<file path="config.mk">
export PLATFORM = sky130hd
export DESIGN_NAME = time_triggered_task_scheduler
export DESIGN_NICKNAME = d
export VERILOG_FILES = /design/src/tts_pkg.sv /design/src/tts_slot_mem.sv /design/src/tts_ctrl.sv /design/src/tts_result_buf.sv /design/src/time_triggered_task_scheduler.sv
export VERILOG_INCLUDE_DIRS = /design/src /design/src/src
export SDC_FILE = /design/constraint.sdc
export NUM_CORES = 1
export LEC_CHECK = 0
export BUFFER_PORTS_ARGS = -buffer_cell sky130_fd_sc_hd__buf_2
export CORE_MARGIN = 1.5
export CORE_UTILIZATION = 55
export DETAILED_ROUTE_END_ITERATION = 7
export HOLD_SLACK_MARGIN = 0.1
export MAX_ROUTING_LAYER = met4
export PLACE_DENSITY = 0.75
export SLEW_MARGIN = 25
export SYNTH_ARGS = -nofsm -noshare
export SYNTH_HDL_FRONTEND = slang
export SYNTH_HIERARCHICAL = 1
export SYNTH_SLANG_ARGS = --single-unit
</file>
<file path="constraint.sdc">
create_clock -name clk -period 10.8 [get_ports clk]
set_input_delay 2.16 -clock clk [delete_from_list [all_inputs] [get_ports clk]]
set_output_delay 2.16 -clock clk [all_outputs]
set_load 0.05 [all_outputs]
</file>
<file path="src/time_triggered_task_scheduler_assert.svh">
// ----------------------------------------------------------------------------
// Time-triggered task scheduler assertion macros
// Concurrent assertion wrappers, empty when SYNTHESIS is defined.
// ----------------------------------------------------------------------------
`ifndef TIME_TRIGGERED_TASK_SCHEDULER_ASSERT_SVH
`define TIME_TRIGGERED_TASK_SCHEDULER_ASSERT_SVH
`ifndef SYNTHESIS
// same-cycle implication
`define TTS_ASSERT_IMP(label, clk, rst_n, ante, cons, msg) \
	label: assert property (@(posedge clk) disable iff (!rst_n) (ante) |-> (cons)) \
		else $error(msg);
// next-cycle implication
`define TTS_ASSERT_NXT(label, clk, rst_n, ante, cons, msg) \
	label: assert property (@(posedge clk) disable iff (!rst_n) (ante) |=> (cons)) \
		else $error(msg);
`else
`define TTS_ASSERT_IMP(label, clk, rst_n, ante, cons, msg)
`define TTS_ASSERT_NXT(label, clk, rst_n, ante, cons, msg)
`endif
`endif

</file>
<file path="src/tts_pkg.sv">
// ----------------------------------------------------------------------------
// tts_pkg
// Shared types and constants of the time-triggered task scheduler.
// ----------------------------------------------------------------------------
package tts_pkg;

	localparam int DEF_TASK_SLOTS = 8;
	localparam int MAX_RESULTS    = 8;
	localparam int RES_IDX_W      = 3;
	localparam int RES_CNT_W      = 4;

	localparam int SLOT_W   = 7;
	localparam int HANDLE_W = 32;
	localparam int DELAY_W  = 16;
	localparam int COUNT_W  = 8;
	localparam int ERR_W    = 2;
	localparam int FUNC_W   = 2;
	localparam int CFG_IDX_W  = 1;
	localparam int CFG_DATA_W = 32;

	localparam logic [COUNT_W-1:0] COUNT_MAX = 8'hFF;
	localparam logic [CFG_DATA_W-1:0] DEF_HOLD_TICKS = 32'd60000;

	localparam logic [FUNC_W-1:0] FUNC_TICK     = 2'd0;
	localparam logic [FUNC_W-1:0] FUNC_ADD      = 2'd1;
	localparam logic [FUNC_W-1:0] FUNC_DELETE   = 2'd2;
	localparam logic [FUNC_W-1:0] FUNC_DISPATCH = 2'd3;

	localparam logic [ERR_W-1:0] ERR_NONE     = 2'd0;
	localparam logic [ERR_W-1:0] ERR_OVERFLOW = 2'd1;
	localparam logic [ERR_W-1:0] ERR_FULL     = 2'd2;
	localparam logic [ERR_W-1:0] ERR_DELETE   = 2'd3;

	localparam logic [CFG_IDX_W-1:0] REG_HOLD_TICKS = 1'd0;
	localparam logic [CFG_IDX_W-1:0] REG_CLEAR_EN   = 1'd1;

	typedef struct packed {
		logic [HANDLE_W-1:0] handle;
		logic [DELAY_W-1:0]  delay;
		logic [DELAY_W-1:0]  period;
		logic [COUNT_W-1:0]  count;
	} slot_ent_t;

	typedef struct packed {
		logic                 en;
		logic [RES_IDX_W-1:0] idx;
		logic [SLOT_W-1:0]    slot;
		logic [HANDLE_W-1:0]  handle;
	} res_wr_t;

	typedef struct packed {
		logic                 en;
		logic [RES_CNT_W-1:0] cnt;
		logic                 ok;
		logic [ERR_W-1:0]     err;
		logic                 idle;
	} res_done_t;

endpackage

</file>
<file path="src/tts_slot_mem.sv">
// ----------------------------------------------------------------------------
// tts_slot_mem
// Slot table storage: one write port, one read port, registered read data.
// ----------------------------------------------------------------------------
module tts_slot_mem #(
	parameter int TASK_SLOTS = tts_pkg::DEF_TASK_SLOTS,
	localparam int IW = (TASK_SLOTS > 1) ? $clog2(TASK_SLOTS) : 1
) (
	input  logic               clk,
	input  logic               rd_en,
	input  logic [IW-1:0]      rd_addr,
	output tts_pkg::slot_ent_t rd_data,
	input  logic               wr_en,
	input  logic [IW-1:0]      wr_addr,
	input  tts_pkg::slot_ent_t wr_data
);
	import tts_pkg::*;

	slot_ent_t mem_q [TASK_SLOTS];

	always_ff @(posedge clk) begin
		if (wr_en) begin
			mem_q[wr_addr] <= wr_data;
		end
	end

	always_ff @(posedge clk) begin
		if (rd_en) begin
			rd_data <= mem_q[rd_addr];
		end
	end

endmodule

</file>
<file path="src/tts_ctrl.sv">
// ----------------------------------------------------------------------------
// tts_ctrl
// Command sequencer: slot walk for tick and dispatch, add/delete, error aging.
// ----------------------------------------------------------------------------
`include "time_triggered_task_scheduler_assert.svh"

module tts_ctrl #(
	parameter int TASK_SLOTS = tts_pkg::DEF_TASK_SLOTS,
	localparam int IW = (TASK_SLOTS > 1) ? $clog2(TASK_SLOTS) : 1
) (
	input  logic                             clk,
	input  logic                             arst_n,
	input  logic                             in_valid,
	output logic                             in_stall,
	input  logic [tts_pkg::FUNC_W-1:0]       func,
	input  logic [tts_pkg::DELAY_W-1:0]      first_delay,
	input  logic [tts_pkg::DELAY_W-1:0]      reload_period,
	input  logic [tts_pkg::HANDLE_W-1:0]     task_handle,
	input  logic [tts_pkg::SLOT_W-1:0]       slot_index,
	input  logic                             cfg_we,
	input  logic [tts_pkg::CFG_IDX_W-1:0]    cfg_index,
	input  logic [tts_pkg::CFG_DATA_W-1:0]   cfg_data,
	input  logic                             buf_busy,
	output logic                             mem_rd_en,
	output logic [IW-1:0]                    mem_rd_addr,
	input  tts_pkg::slot_ent_t               mem_rd_data,
	output logic                             mem_wr_en,
	output logic [IW-1:0]                    mem_wr_addr,
	output tts_pkg::slot_ent_t               mem_wr_data,
	output tts_pkg::res_wr_t                 res_wr,
	output tts_pkg::res_done_t               res_done
);
	import tts_pkg::*;

	localparam int CW = $clog2(TASK_SLOTS + 1);

	localparam logic [1:0] ST_IDLE = 2'd0;
	localparam logic [1:0] ST_WALK = 2'd1;
	localparam logic [1:0] ST_AGE  = 2'd2;
	localparam logic [1:0] ST_FIN  = 2'd3;

	logic [1:0]            state_q;
	logic [FUNC_W-1:0]     func_q;
	logic [CW-1:0]         walk_q;
	logic [RES_CNT_W-1:0]  claim_q;
	logic [TASK_SLOTS-1:0] used_q;
	logic [TASK_SLOTS-1:0] pending_q;
	logic                  ok_q;
	logic [ERR_W-1:0]      sticky_q;
	logic [ERR_W-1:0]      prev_err_q;
	logic [31:0]           since_q;
	logic [31:0]           tick_q;
	logic [CFG_DATA_W-1:0] hold_q;
	logic                  clr_en_q;

	logic                  v_s1;
	logic [IW-1:0]         addr_s1;
	logic [RES_IDX_W-1:0]  ridx_s1;

	logic                  accept;
	logic [IW-1:0]         free_idx;
	logic                  found;
	logic                  add_ok;
	logic                  del_range;
	logic [IW-1:0]         del_idx;
	logic                  del_ok;
	logic [IW-1:0]         walk_idx;
	logic                  walk_end;
	logic                  issue;
	slot_ent_t             ent_new;
	logic                  ovf_s1;
	logic                  drop_s1;

	assign accept    = in_valid && !in_stall;
	assign in_stall  = (state_q != ST_IDLE) || buf_busy;

	always_comb begin
		free_idx = '0;
		found    = 1'b0;
		for (int i = TASK_SLOTS - 1; i >= 0; i--) begin
			if (!used_q[i]) begin
				free_idx = IW'(i);
				found    = 1'b1;
			end
		end
	end

	assign add_ok    = found && (task_handle != '0);
	assign del_range = slot_index < SLOT_W'(TASK_SLOTS);
	assign del_idx   = slot_index[IW-1:0];
	assign del_ok    = del_range && used_q[del_idx];

	assign walk_idx  = walk_q[IW-1:0];
	assign walk_end  = walk_q == CW'(TASK_SLOTS);

	always_comb begin
		issue = 1'b0;
		if (state_q == ST_WALK && !walk_end) begin
			if (func_q == FUNC_TICK) begin
				issue = used_q[walk_idx];
			end else begin
				issue = pending_q[walk_idx] && (claim_q < RES_CNT_W'(MAX_RESULTS));
			end
		end
	end

	assign mem_rd_en   = issue;
	assign mem_rd_addr = walk_idx;

	// read-modify of the slot fetched last cycle
	always_comb begin
		ent_new = mem_rd_data;
		ovf_s1  = 1'b0;
		drop_s1 = 1'b0;
		if (func_q == FUNC_TICK) begin
			if (mem_rd_data.delay == '0) begin
				if (mem_rd_data.count != COUNT_MAX) begin
					ent_new.count = mem_rd_data.count + COUNT_W'(1);
				end else begin
					ovf_s1 = 1'b1;
				end
				if (mem_rd_data.period != '0) begin
					ent_new.delay = mem_rd_data.period;
				end
			end else begin
				ent_new.delay = mem_rd_data.delay - DELAY_W'(1);
			end
		end else begin
			ent_new.count = mem_rd_data.count - COUNT_W'(1);
			drop_s1       = mem_rd_data.period == '0;
		end
	end

	always_comb begin
		if (v_s1) begin
			mem_wr_en   = !drop_s1;
			mem_wr_addr = addr_s1;
			mem_wr_data = ent_new;
		end else begin
			mem_wr_en          = accept && (func == FUNC_ADD) && add_ok;
			mem_wr_addr        = free_idx;
			mem_wr_data.handle = task_handle;
			mem_wr_data.delay  = first_delay;
			mem_wr_data.period = reload_period;
			mem_wr_data.count  = '0;
		end
	end

	always_comb begin
		res_wr.en = accept || (v_s1 && func_q == FUNC_DISPATCH);
		if (v_s1) begin
			res_wr.idx    = ridx_s1;
			res_wr.slot   = SLOT_W'(addr_s1);
			res_wr.handle = mem_rd_data.handle;
		end else begin
			res_wr.idx    = '0;
			res_wr.slot   = (func == FUNC_ADD && add_ok) ? SLOT_W'(free_idx)
				: SLOT_W'(TASK_SLOTS);
			res_wr.handle = '0;
		end
	end

	always_comb begin
		res_done.en   = state_q == ST_FIN;
		res_done.cnt  = (claim_q == '0) ? RES_CNT_W'(1) : claim_q;
		res_done.ok   = ok_q;
		res_done.err  = sticky_q;
		res_done.idle = ~|pending_q;
	end

	always_ff @(posedge clk) begin
		addr_s1 <= walk_idx;
		ridx_s1 <= claim_q[RES_IDX_W-1:0];
	end

	always_ff @(posedge clk or negedge arst_n) begin
		if (!arst_n) begin
			state_q    <= ST_IDLE;
			func_q     <= FUNC_TICK;
			walk_q     <= '0;
			claim_q    <= '0;
			used_q     <= '0;
			pending_q  <= '0;
			ok_q       <= 1'b0;
			sticky_q   <= ERR_NONE;
			prev_err_q <= ERR_NONE;
			since_q    <= '0;
			tick_q     <= '0;
			hold_q     <= DEF_HOLD_TICKS;
			clr_en_q   <= 1'b1;
			v_s1       <= 1'b0;
		end else begin
			v_s1 <= issue;

			if (cfg_we) begin
				case (cfg_index)
					REG_HOLD_TICKS: hold_q <= cfg_data;
					REG_CLEAR_EN:   clr_en_q <= cfg_data[0];
					default: ;
				endcase
			end

			case (state_q)
				ST_IDLE: begin
					if (accept) begin
						func_q  <= func;
						walk_q  <= '0;
						claim_q <= '0;
						ok_q    <= 1'b1;
						case (func)
							FUNC_TICK: begin
								tick_q  <= tick_q + 32'd1;
								state_q <= ST_WALK;
							end
							FUNC_ADD: begin
								if (add_ok) begin
									used_q[free_idx] <= 1'b1;
								end else begin
									sticky_q <= ERR_FULL;
									ok_q     <= 1'b0;
								end
								state_q <= ST_FIN;
							end
							FUNC_DELETE: begin
								if (del_range) begin
									used_q[del_idx]    <= 1'b0;
									pending_q[del_idx] <= 1'b0;
								end
								if (!del_ok) begin
									sticky_q <= ERR_DELETE;
									ok_q     <= 1'b0;
								end
								state_q <= ST_FIN;
							end
							default: begin
								state_q <= ST_WALK;
							end
						endcase
					end
				end
				ST_WALK: begin
					if (!walk_end) begin
						walk_q <= walk_q + CW'(1);
					end
					if (issue && func_q == FUNC_DISPATCH) begin
						claim_q <= claim_q + RES_CNT_W'(1);
					end
					if (walk_end) begin
						state_q <= (func_q == FUNC_DISPATCH) ? ST_AGE : ST_FIN;
					end
				end
				ST_AGE: begin
					if (clr_en_q) begin
						if (sticky_q != prev_err_q) begin
							prev_err_q <= sticky_q;
							since_q    <= tick_q;
						end else if (sticky_q != ERR_NONE &&
							(tick_q - since_q) >= hold_q) begin
							sticky_q   <= ERR_NONE;
							prev_err_q <= ERR_NONE;
						end
					end
					state_q <= ST_FIN;
				end
				ST_FIN: begin
					state_q <= ST_IDLE;
				end
				default: begin
					state_q <= ST_IDLE;
				end
			endcase

			if (v_s1) begin
				if (func_q == FUNC_TICK) begin
					pending_q[addr_s1] <= ent_new.count != '0;
					if (ovf_s1) begin
						sticky_q <= ERR_OVERFLOW;
					end
				end else if (drop_s1) begin
					used_q[addr_s1]    <= 1'b0;
					pending_q[addr_s1] <= 1'b0;
				end else begin
					pending_q[addr_s1] <= ent_new.count != '0;
				end
			end
		end
	end

	`TTS_ASSERT_IMP(a_pending_used, clk, arst_n, 1'b1, (pending_q & ~used_q) == '0, "pending run on a free slot")
	`TTS_ASSERT_IMP(a_claim_limit, clk, arst_n, 1'b1, claim_q <= RES_CNT_W'(MAX_RESULTS), "too many claims in one pass")
	`TTS_ASSERT_NXT(a_accept_busy, clk, arst_n, accept, state_q != ST_IDLE, "accepted item not in work")

endmodule

</file>
<file path="src/tts_result_buf.sv">
// ----------------------------------------------------------------------------
// tts_result_buf
// Holds the results of one item and hands them out one transfer at a time.
// ----------------------------------------------------------------------------
`include "time_triggered_task_scheduler_assert.svh"

module tts_result_buf (
	input  logic                          clk,
	input  logic                          arst_n,
	input  tts_pkg::res_wr_t              res_wr,
	input  tts_pkg::res_done_t            res_done,
	output logic                          busy,
	output logic                          out_valid,
	input  logic                          out_stall,
	output logic [tts_pkg::SLOT_W-1:0]    slot_index_res,
	output logic [tts_pkg::HANDLE_W-1:0]  task_handle_res,
	output logic                          ok,
	output logic [tts_pkg::ERR_W-1:0]     error_code,
	output logic                          all_idle,
	output logic                          last
);
	import tts_pkg::*;

	logic [SLOT_W-1:0]    slot_q   [MAX_RESULTS];
	logic [HANDLE_W-1:0]  handle_q [MAX_RESULTS];
	logic                 busy_q;
	logic [RES_CNT_W-1:0] cnt_q;
	logic [RES_IDX_W-1:0] rd_q;
	logic                 ok_q;
	logic [ERR_W-1:0]     err_q;
	logic                 idle_q;
	logic                 xfer;

	assign busy            = busy_q;
	assign out_valid       = busy_q;
	assign xfer            = busy_q && !out_stall;
	assign slot_index_res  = slot_q[rd_q];
	assign task_handle_res = handle_q[rd_q];
	assign ok              = ok_q;
	assign error_code      = err_q;
	assign all_idle        = idle_q;
	assign last            = {1'b0, rd_q} == (cnt_q - RES_CNT_W'(1));

	always_ff @(posedge clk) begin
		if (res_wr.en) begin
			slot_q[res_wr.idx]   <= res_wr.slot;
			handle_q[res_wr.idx] <= res_wr.handle;
		end
		if (res_done.en) begin
			cnt_q  <= res_done.cnt;
			ok_q   <= res_done.ok;
			err_q  <= res_done.err;
			idle_q <= res_done.idle;
		end
	end

	always_ff @(posedge clk or negedge arst_n) begin
		if (!arst_n) begin
			busy_q <= 1'b0;
			rd_q   <= '0;
		end else begin
			if (res_done.en) begin
				busy_q <= 1'b1;
				rd_q   <= '0;
			end else if (xfer) begin
				if (last) begin
					busy_q <= 1'b0;
					rd_q   <= '0;
				end else begin
					rd_q <= rd_q + RES_IDX_W'(1);
				end
			end
		end
	end

	`TTS_ASSERT_IMP(a_rd_in_range, clk, arst_n, busy_q, {1'b0, rd_q} < cnt_q, "read pointer past result count")
	`TTS_ASSERT_IMP(a_wr_when_free, clk, arst_n, res_wr.en || res_done.en, !busy_q, "results written while draining")
	`TTS_ASSERT_IMP(a_done_cnt, clk, arst_n, res_done.en, (res_done.cnt != '0) && (res_done.cnt <= RES_CNT_W'(MAX_RESULTS)), "bad result count")

endmodule

</file>
<file path="src/time_triggered_task_scheduler.sv">
// Add and delete give their result without a walk; a tick and a dispatch pass walk the
// slot table one slot per cycle. Throughput: one item at a time; the next item is taken
// the cycle after its last result transfer; the single read port sets the walk.
// Reset: asynchronous; all slots empty at once through per-slot used bits, no clearing pass.
// ----------------------------------------------------------------------------
// time_triggered_task_scheduler
// Slot-table scheduler: tick, add, delete and dispatch over a slot memory.
// ----------------------------------------------------------------------------
module time_triggered_task_scheduler #(
	parameter int TASK_SLOTS = tts_pkg::DEF_TASK_SLOTS
) (
	input  logic                           clk,
	input  logic                           arst_n,
	input  logic                           in_valid,
	output logic                           in_stall,
	input  logic [tts_pkg::FUNC_W-1:0]     func,
	input  logic [tts_pkg::DELAY_W-1:0]    first_delay,
	input  logic [tts_pkg::DELAY_W-1:0]    reload_period,
	input  logic [tts_pkg::HANDLE_W-1:0]   task_handle,
	input  logic [tts_pkg::SLOT_W-1:0]     slot_index,
	output logic                           out_valid,
	input  logic                           out_stall,
	output logic [tts_pkg::SLOT_W-1:0]     slot_index_res,
	output logic [tts_pkg::HANDLE_W-1:0]   task_handle_res,
	output logic                           ok,
	output logic [tts_pkg::ERR_W-1:0]      error_code,
	output logic                           all_idle,
	output logic                           last,
	input  logic                           cfg_we,
	input  logic [tts_pkg::CFG_IDX_W-1:0]  cfg_index,
	input  logic [tts_pkg::CFG_DATA_W-1:0] cfg_data
);
	import tts_pkg::*;

	localparam int IW = (TASK_SLOTS > 1) ? $clog2(TASK_SLOTS) : 1;

	logic          buf_busy;
	logic          mem_rd_en;
	logic [IW-1:0] mem_rd_addr;
	slot_ent_t     mem_rd_data;
	logic          mem_wr_en;
	logic [IW-1:0] mem_wr_addr;
	slot_ent_t     mem_wr_data;
	res_wr_t       res_wr;
	res_done_t     res_done;

	tts_ctrl #(
		.TASK_SLOTS(TASK_SLOTS)
	) u_ctrl (
		.clk           (clk),
		.arst_n        (arst_n),
		.in_valid      (in_valid),
		.in_stall      (in_stall),
		.func          (func),
		.first_delay   (first_delay),
		.reload_period (reload_period),
		.task_handle   (task_handle),
		.slot_index    (slot_index),
		.cfg_we        (cfg_we),
		.cfg_index     (cfg_index),
		.cfg_data      (cfg_data),
		.buf_busy      (buf_busy),
		.mem_rd_en     (mem_rd_en),
		.mem_rd_addr   (mem_rd_addr),
		.mem_rd_data   (mem_rd_data),
		.mem_wr_en     (mem_wr_en),
		.mem_wr_addr   (mem_wr_addr),
		.mem_wr_data   (mem_wr_data),
		.res_wr        (res_wr),
		.res_done      (res_done)
	);

	tts_slot_mem #(
		.TASK_SLOTS(TASK_SLOTS)
	) u_mem (
		.clk     (clk),
		.rd_en   (mem_rd_en),
		.rd_addr (mem_rd_addr),
		.rd_data (mem_rd_data),
		.wr_en   (mem_wr_en),
		.wr_addr (mem_wr_addr),
		.wr_data (mem_wr_data)
	);

	tts_result_buf u_res (
		.clk             (clk),
		.arst_n          (arst_n),
		.res_wr          (res_wr),
		.res_done        (res_done),
		.busy            (buf_busy),
		.out_valid       (out_valid),
		.out_stall       (out_stall),
		.slot_index_res  (slot_index_res),
		.task_handle_res (task_handle_res),
		.ok              (ok),
		.error_code      (error_code),
		.all_idle        (all_idle),
		.last            (last)
	);

endmodule

</file>
==> results.toml <==
[flow_run]
maxCapViolCount = 0

[route]
ant_nets = 0
wirelength_mm = 100
drt_iter0_markers = 2285
drc = 0
vias_per_cell = 6.10
first_pass_iters = 7
vias = 25300
routedWlPerCell_um = 24.2

[place]
gp_congestion = 0.869
io_buffers = 156
hpwlAfterDp_mm = 59.6

[synthesis]
synth_edf_count = 968
ys_warn_count = 6
syn_area_mm2 = 0.0473
syn_avg_cell_area_um2 = 17.4
synth_ff_type = "edfxtp_1"
synthTopCellsByArea = "edfxtp_1 (62%), mux4_2 (7.2%), dfrtp_1 (6.7%), mux4_1 (4.3%), ha_1 (2.1%)"
yosysMostFrequentCell = "edfxtp_1"
synth_cell_types = 74
synth-seq-cells = 1109
yosys-top-cells-count = "edfxtp_1 (968), nand2_1 (153), mux4_2 (151)"
synthArstFlopShare_pct = 12.2
synth_top_area_share_pct = 61.5
yosys.area.top_type = "edfxtp_1"
yosysSeqAreaShare_pct = 68.9
netlist_instances = 2722

[power]
p_comb_share_pct = 29.0
vdd_drop_max_mv = 0.150
p_sw_share_pct = 30.8
switching_power_w = 0.00399
power.density_mw_per_mm2 = 246
leakage_nw = 18.6
p_int_w = 0.00897
power_frac_clock_pct = 28.4
pwr-share-seq_pct = 42.6

[critical_path]
crit_family = "simple AND/OR/NAND/NOR gates"
path_max_fanout = 46
crit_path_top_delay_cell = "nor2_4"
reg2reg_depth = 22
required_ns = 11.09
crit_path_start = "task_handle[1]"
cp-end-kind = "register"
timing.rr.end = "u_ctrl/sticky_q[1]$_DFF_PN0_"
cp_cell_sequence = "buf_2 -> nor4_1 -> buf_4 -> nand4_1 -> o21ai_0 -> nor2_1 -> nand2_1 -> o21ai_0 -> nand2b_1 -> nor2_4 -> buf_4"
crit_type = "in -> reg"
worstReg2RegStart = "u_ctrl/tick_q[0]$_DFFE_PN0P_"
r2r_slack_ns = 5.47
cp-start-kind = "primary input"
crit_buf_inv = 3
worst_ep_arrival_time_ns = 6.07
max_stage_delay_ns = 0.87

[die]
start_util_pct = 55.5
core_mm2 = 0.0851
die_w_um = 296
fp.dieH_um = 296
die_area_mm2 = 0.0877
row_count = 107
ios = 157

[sta]
worst_pin_slew_ns = 1.05
rsz0062_at_grt = "false"
drv_slew = 0
fin_crit_sh_pct = 53.5
fin_crit_ns = 5.78
slew_headroom_pct = 29.9
fin_tns_setup_ns = 0
clock_skew_ns = 0.0281
setup_viol = 0
max_freq_ghz = 0.173
hold_violations = 0

[clock_tree]
clk_pin_slew_ns = 0.06
cts_buffers = 106
post_cts_resized = 0
clockBufferDepth = 3
cts.sink_count = 1109
htreeDepth = 3
cts_tree = "done"
cts_root_buffer = "clkbuf_16"
cts_setup_buffers = 0
insertion_delay_ns = 0.68
hold_buffers = 0

[hold_path]
worstHoldPathType = "reg -> reg"
hold_start = "u_ctrl/claim_q[1]$_DFFE_PN0P_"
hold_end = "u_ctrl/ridx_s1[1]$_DFF_P_"
min_path_cells = 0

[global_routing]
grt_pass1_wl_mm = 152
grtUsageTotal_pct = 23.7
grt_max_degree = 82
gr-total-overflow = 0
grt_pass1_vias = 25600
antenna_found_initial = 1

[finish]
utilization_pct = 62.0
final_nets = 3097
nFillCells = 5952
drive_gt1_share_pct = 22.9
syn_to_final_growth_pct = 11.7

[run_status]
status = "completed"
==> worst max path at each step <==
stage,endpoint,slack [ns],cells past startpoint
after global placement,u_mem/mem_q[6][43]$_DFFE_PP_,4.41,11
after global routing,u_mem/mem_q[2][40]$_DFFE_PP_,4.81,11
final,u_mem/mem_q[2][40]$_DFFE_PP_,5.02,11
after floorplan,u_mem/mem_q[4][0]$_DFFE_PP_,2.11,8
after CTS,u_mem/mem_q[6][54]$_DFFE_PP_,5.00,11
after detailed placement,u_mem/mem_q[6][48]$_DFFE_PP_,4.28,11
==> flip-flops by register name, summed over array words and instances, names as in the netlist, 32 cells and up <==
signal	flops
u_mem/mem_q	576
u_res/handle_q	256
u_mem/rd_data	72
u_res/slot_q	56
u_ctrl/hold_q	32
u_ctrl/since_q	32
u_ctrl/tick_q	32
==> metrics by stage <==
step | instances | power [W] | setup WS (ns) | area (um2) | hold slack (ns)
after floorplan | 2724 | 0.00849 | 2.11 | 47300 | 0.367
after global placement | 3938 | 0.00923 | 4.41 | 49200 | 0.416
after detailed placement | 3938 | 0.00935 | 4.28 | 49200 | 0.416
after CTS | 4135 | 0.0130 | 5.00 | 52700 | 0.429
after global routing | 4139 | 0.0135 | 4.81 | 52800 | 0.443
final | 4139 | 0.0130 | 5.02 | 52800 | 0.432
==> cell type report <==
class	count	area, um2	share of cell area, %
antenna	1	2.50	0.00474
timing repair buffer	195	1140	2.16
inverter	106	399	0.756
tap	1144	1430	2.71
clock buffer	131	2790	5.29
clock inverter	66	682	1.29
sequential	1109	32600	61.8
multi-input combinational	1387	13700	26.0
==> routing by layer <==
| metal | vias up | GRT usage [%] | wire [um] |
|---|---|---|---|
| li1 | 11100 | - | - |
| met4 | 0 | 6.36 | 2070 |
| met3 | 157 | 3.33 | 6670 |
| met2 | 1004 | 38.5 | 49800 |
| met1 | 13000 | 31.8 | 41800 |
| met5 | - | - | 0 |
==> cell usage in the layout (no fill, tap or decap), types with 8 or more instances in the layout <==
cell          n
a211oi_1      9
a21o_1       66
a21oi_1      77
a221oi_1     10
a31oi_1      15
and2_1       38
and3_1        8
buf_2       155
buf_4        36
bufinv_16    12
clkbuf_1     23
clkbuf_16   108
clkinv_1     20
clkinv_2     22
clkinvlp_4    8
dfrtp_1     120
dfstp_2       8
edfxtp_1    968
ha_1         80
inv_1       104
mux2_2       75
mux2_4       60
mux2i_1       8
mux4_1       77
mux4_2      151
nand2_1     153
nand2b_1     17
nand3_1      43
nand4_1      20
nor2_1      112
nor2_4       13
nor2b_1       9
nor3_1       23
nor4_1       18
o211ai_1     11
o21a_1        8
o21ai_0     113
o31ai_1       9
xnor2_1      43
xor2_1       28
==> power by group through the flow <==
stage	sequential, W	clock (W)	combinational (W)
2_1_floorplan	0.00544	0	0.00305
3_3_place_gp	0.00559	0	0.00364
3_5_place_dp	0.00560	0	0.00375
4_1_cts	0.00552	0.00375	0.00378
5_1_grt	0.00556	0.00390	0.00404
6_report	0.00552	0.00368	0.00376
==> worst reg2reg max path: stages, from the launching register on <==
cell	delay, ns
dfrtp_1	0.45
inv_1	0.10
ha_1	0.16
inv_1	0.06
fa_1	0.40
a21o_1	0.18
a21oi_1	0.27
o211ai_1	0.20
a211oi_1	0.40
nor2_1	0.09
o21ai_0	0.35
nand2_1	0.16
a211oi_1	0.29
nor2_1	0.07
ha_1	0.31
a21o_1	0.16
a21oi_1	0.22
o211ai_1	0.12
a21oi_1	0.11
o21ai_0	0.19
a221o_1	0.48
a41oi_1	0.33
a31o_2	0.19
==> kinds of logic after synthesis <==
| group | count (synthesis) | share of synthesized area, % |
|---|---|---|
| compound gates | 368 | 4.94 |
| simple gates | 493 | 4.97 |
| mux | 371 | 15.3 |
| other cells | 1 | 0.00794 |
| fa+ha+maj | 81 | 2.16 |
| flops | 1109 | 68.9 |
| xor+xnor | 71 | 1.32 |
| buf+inv | 228 | 2.33 |
Power figures use the tool's default switching activity.
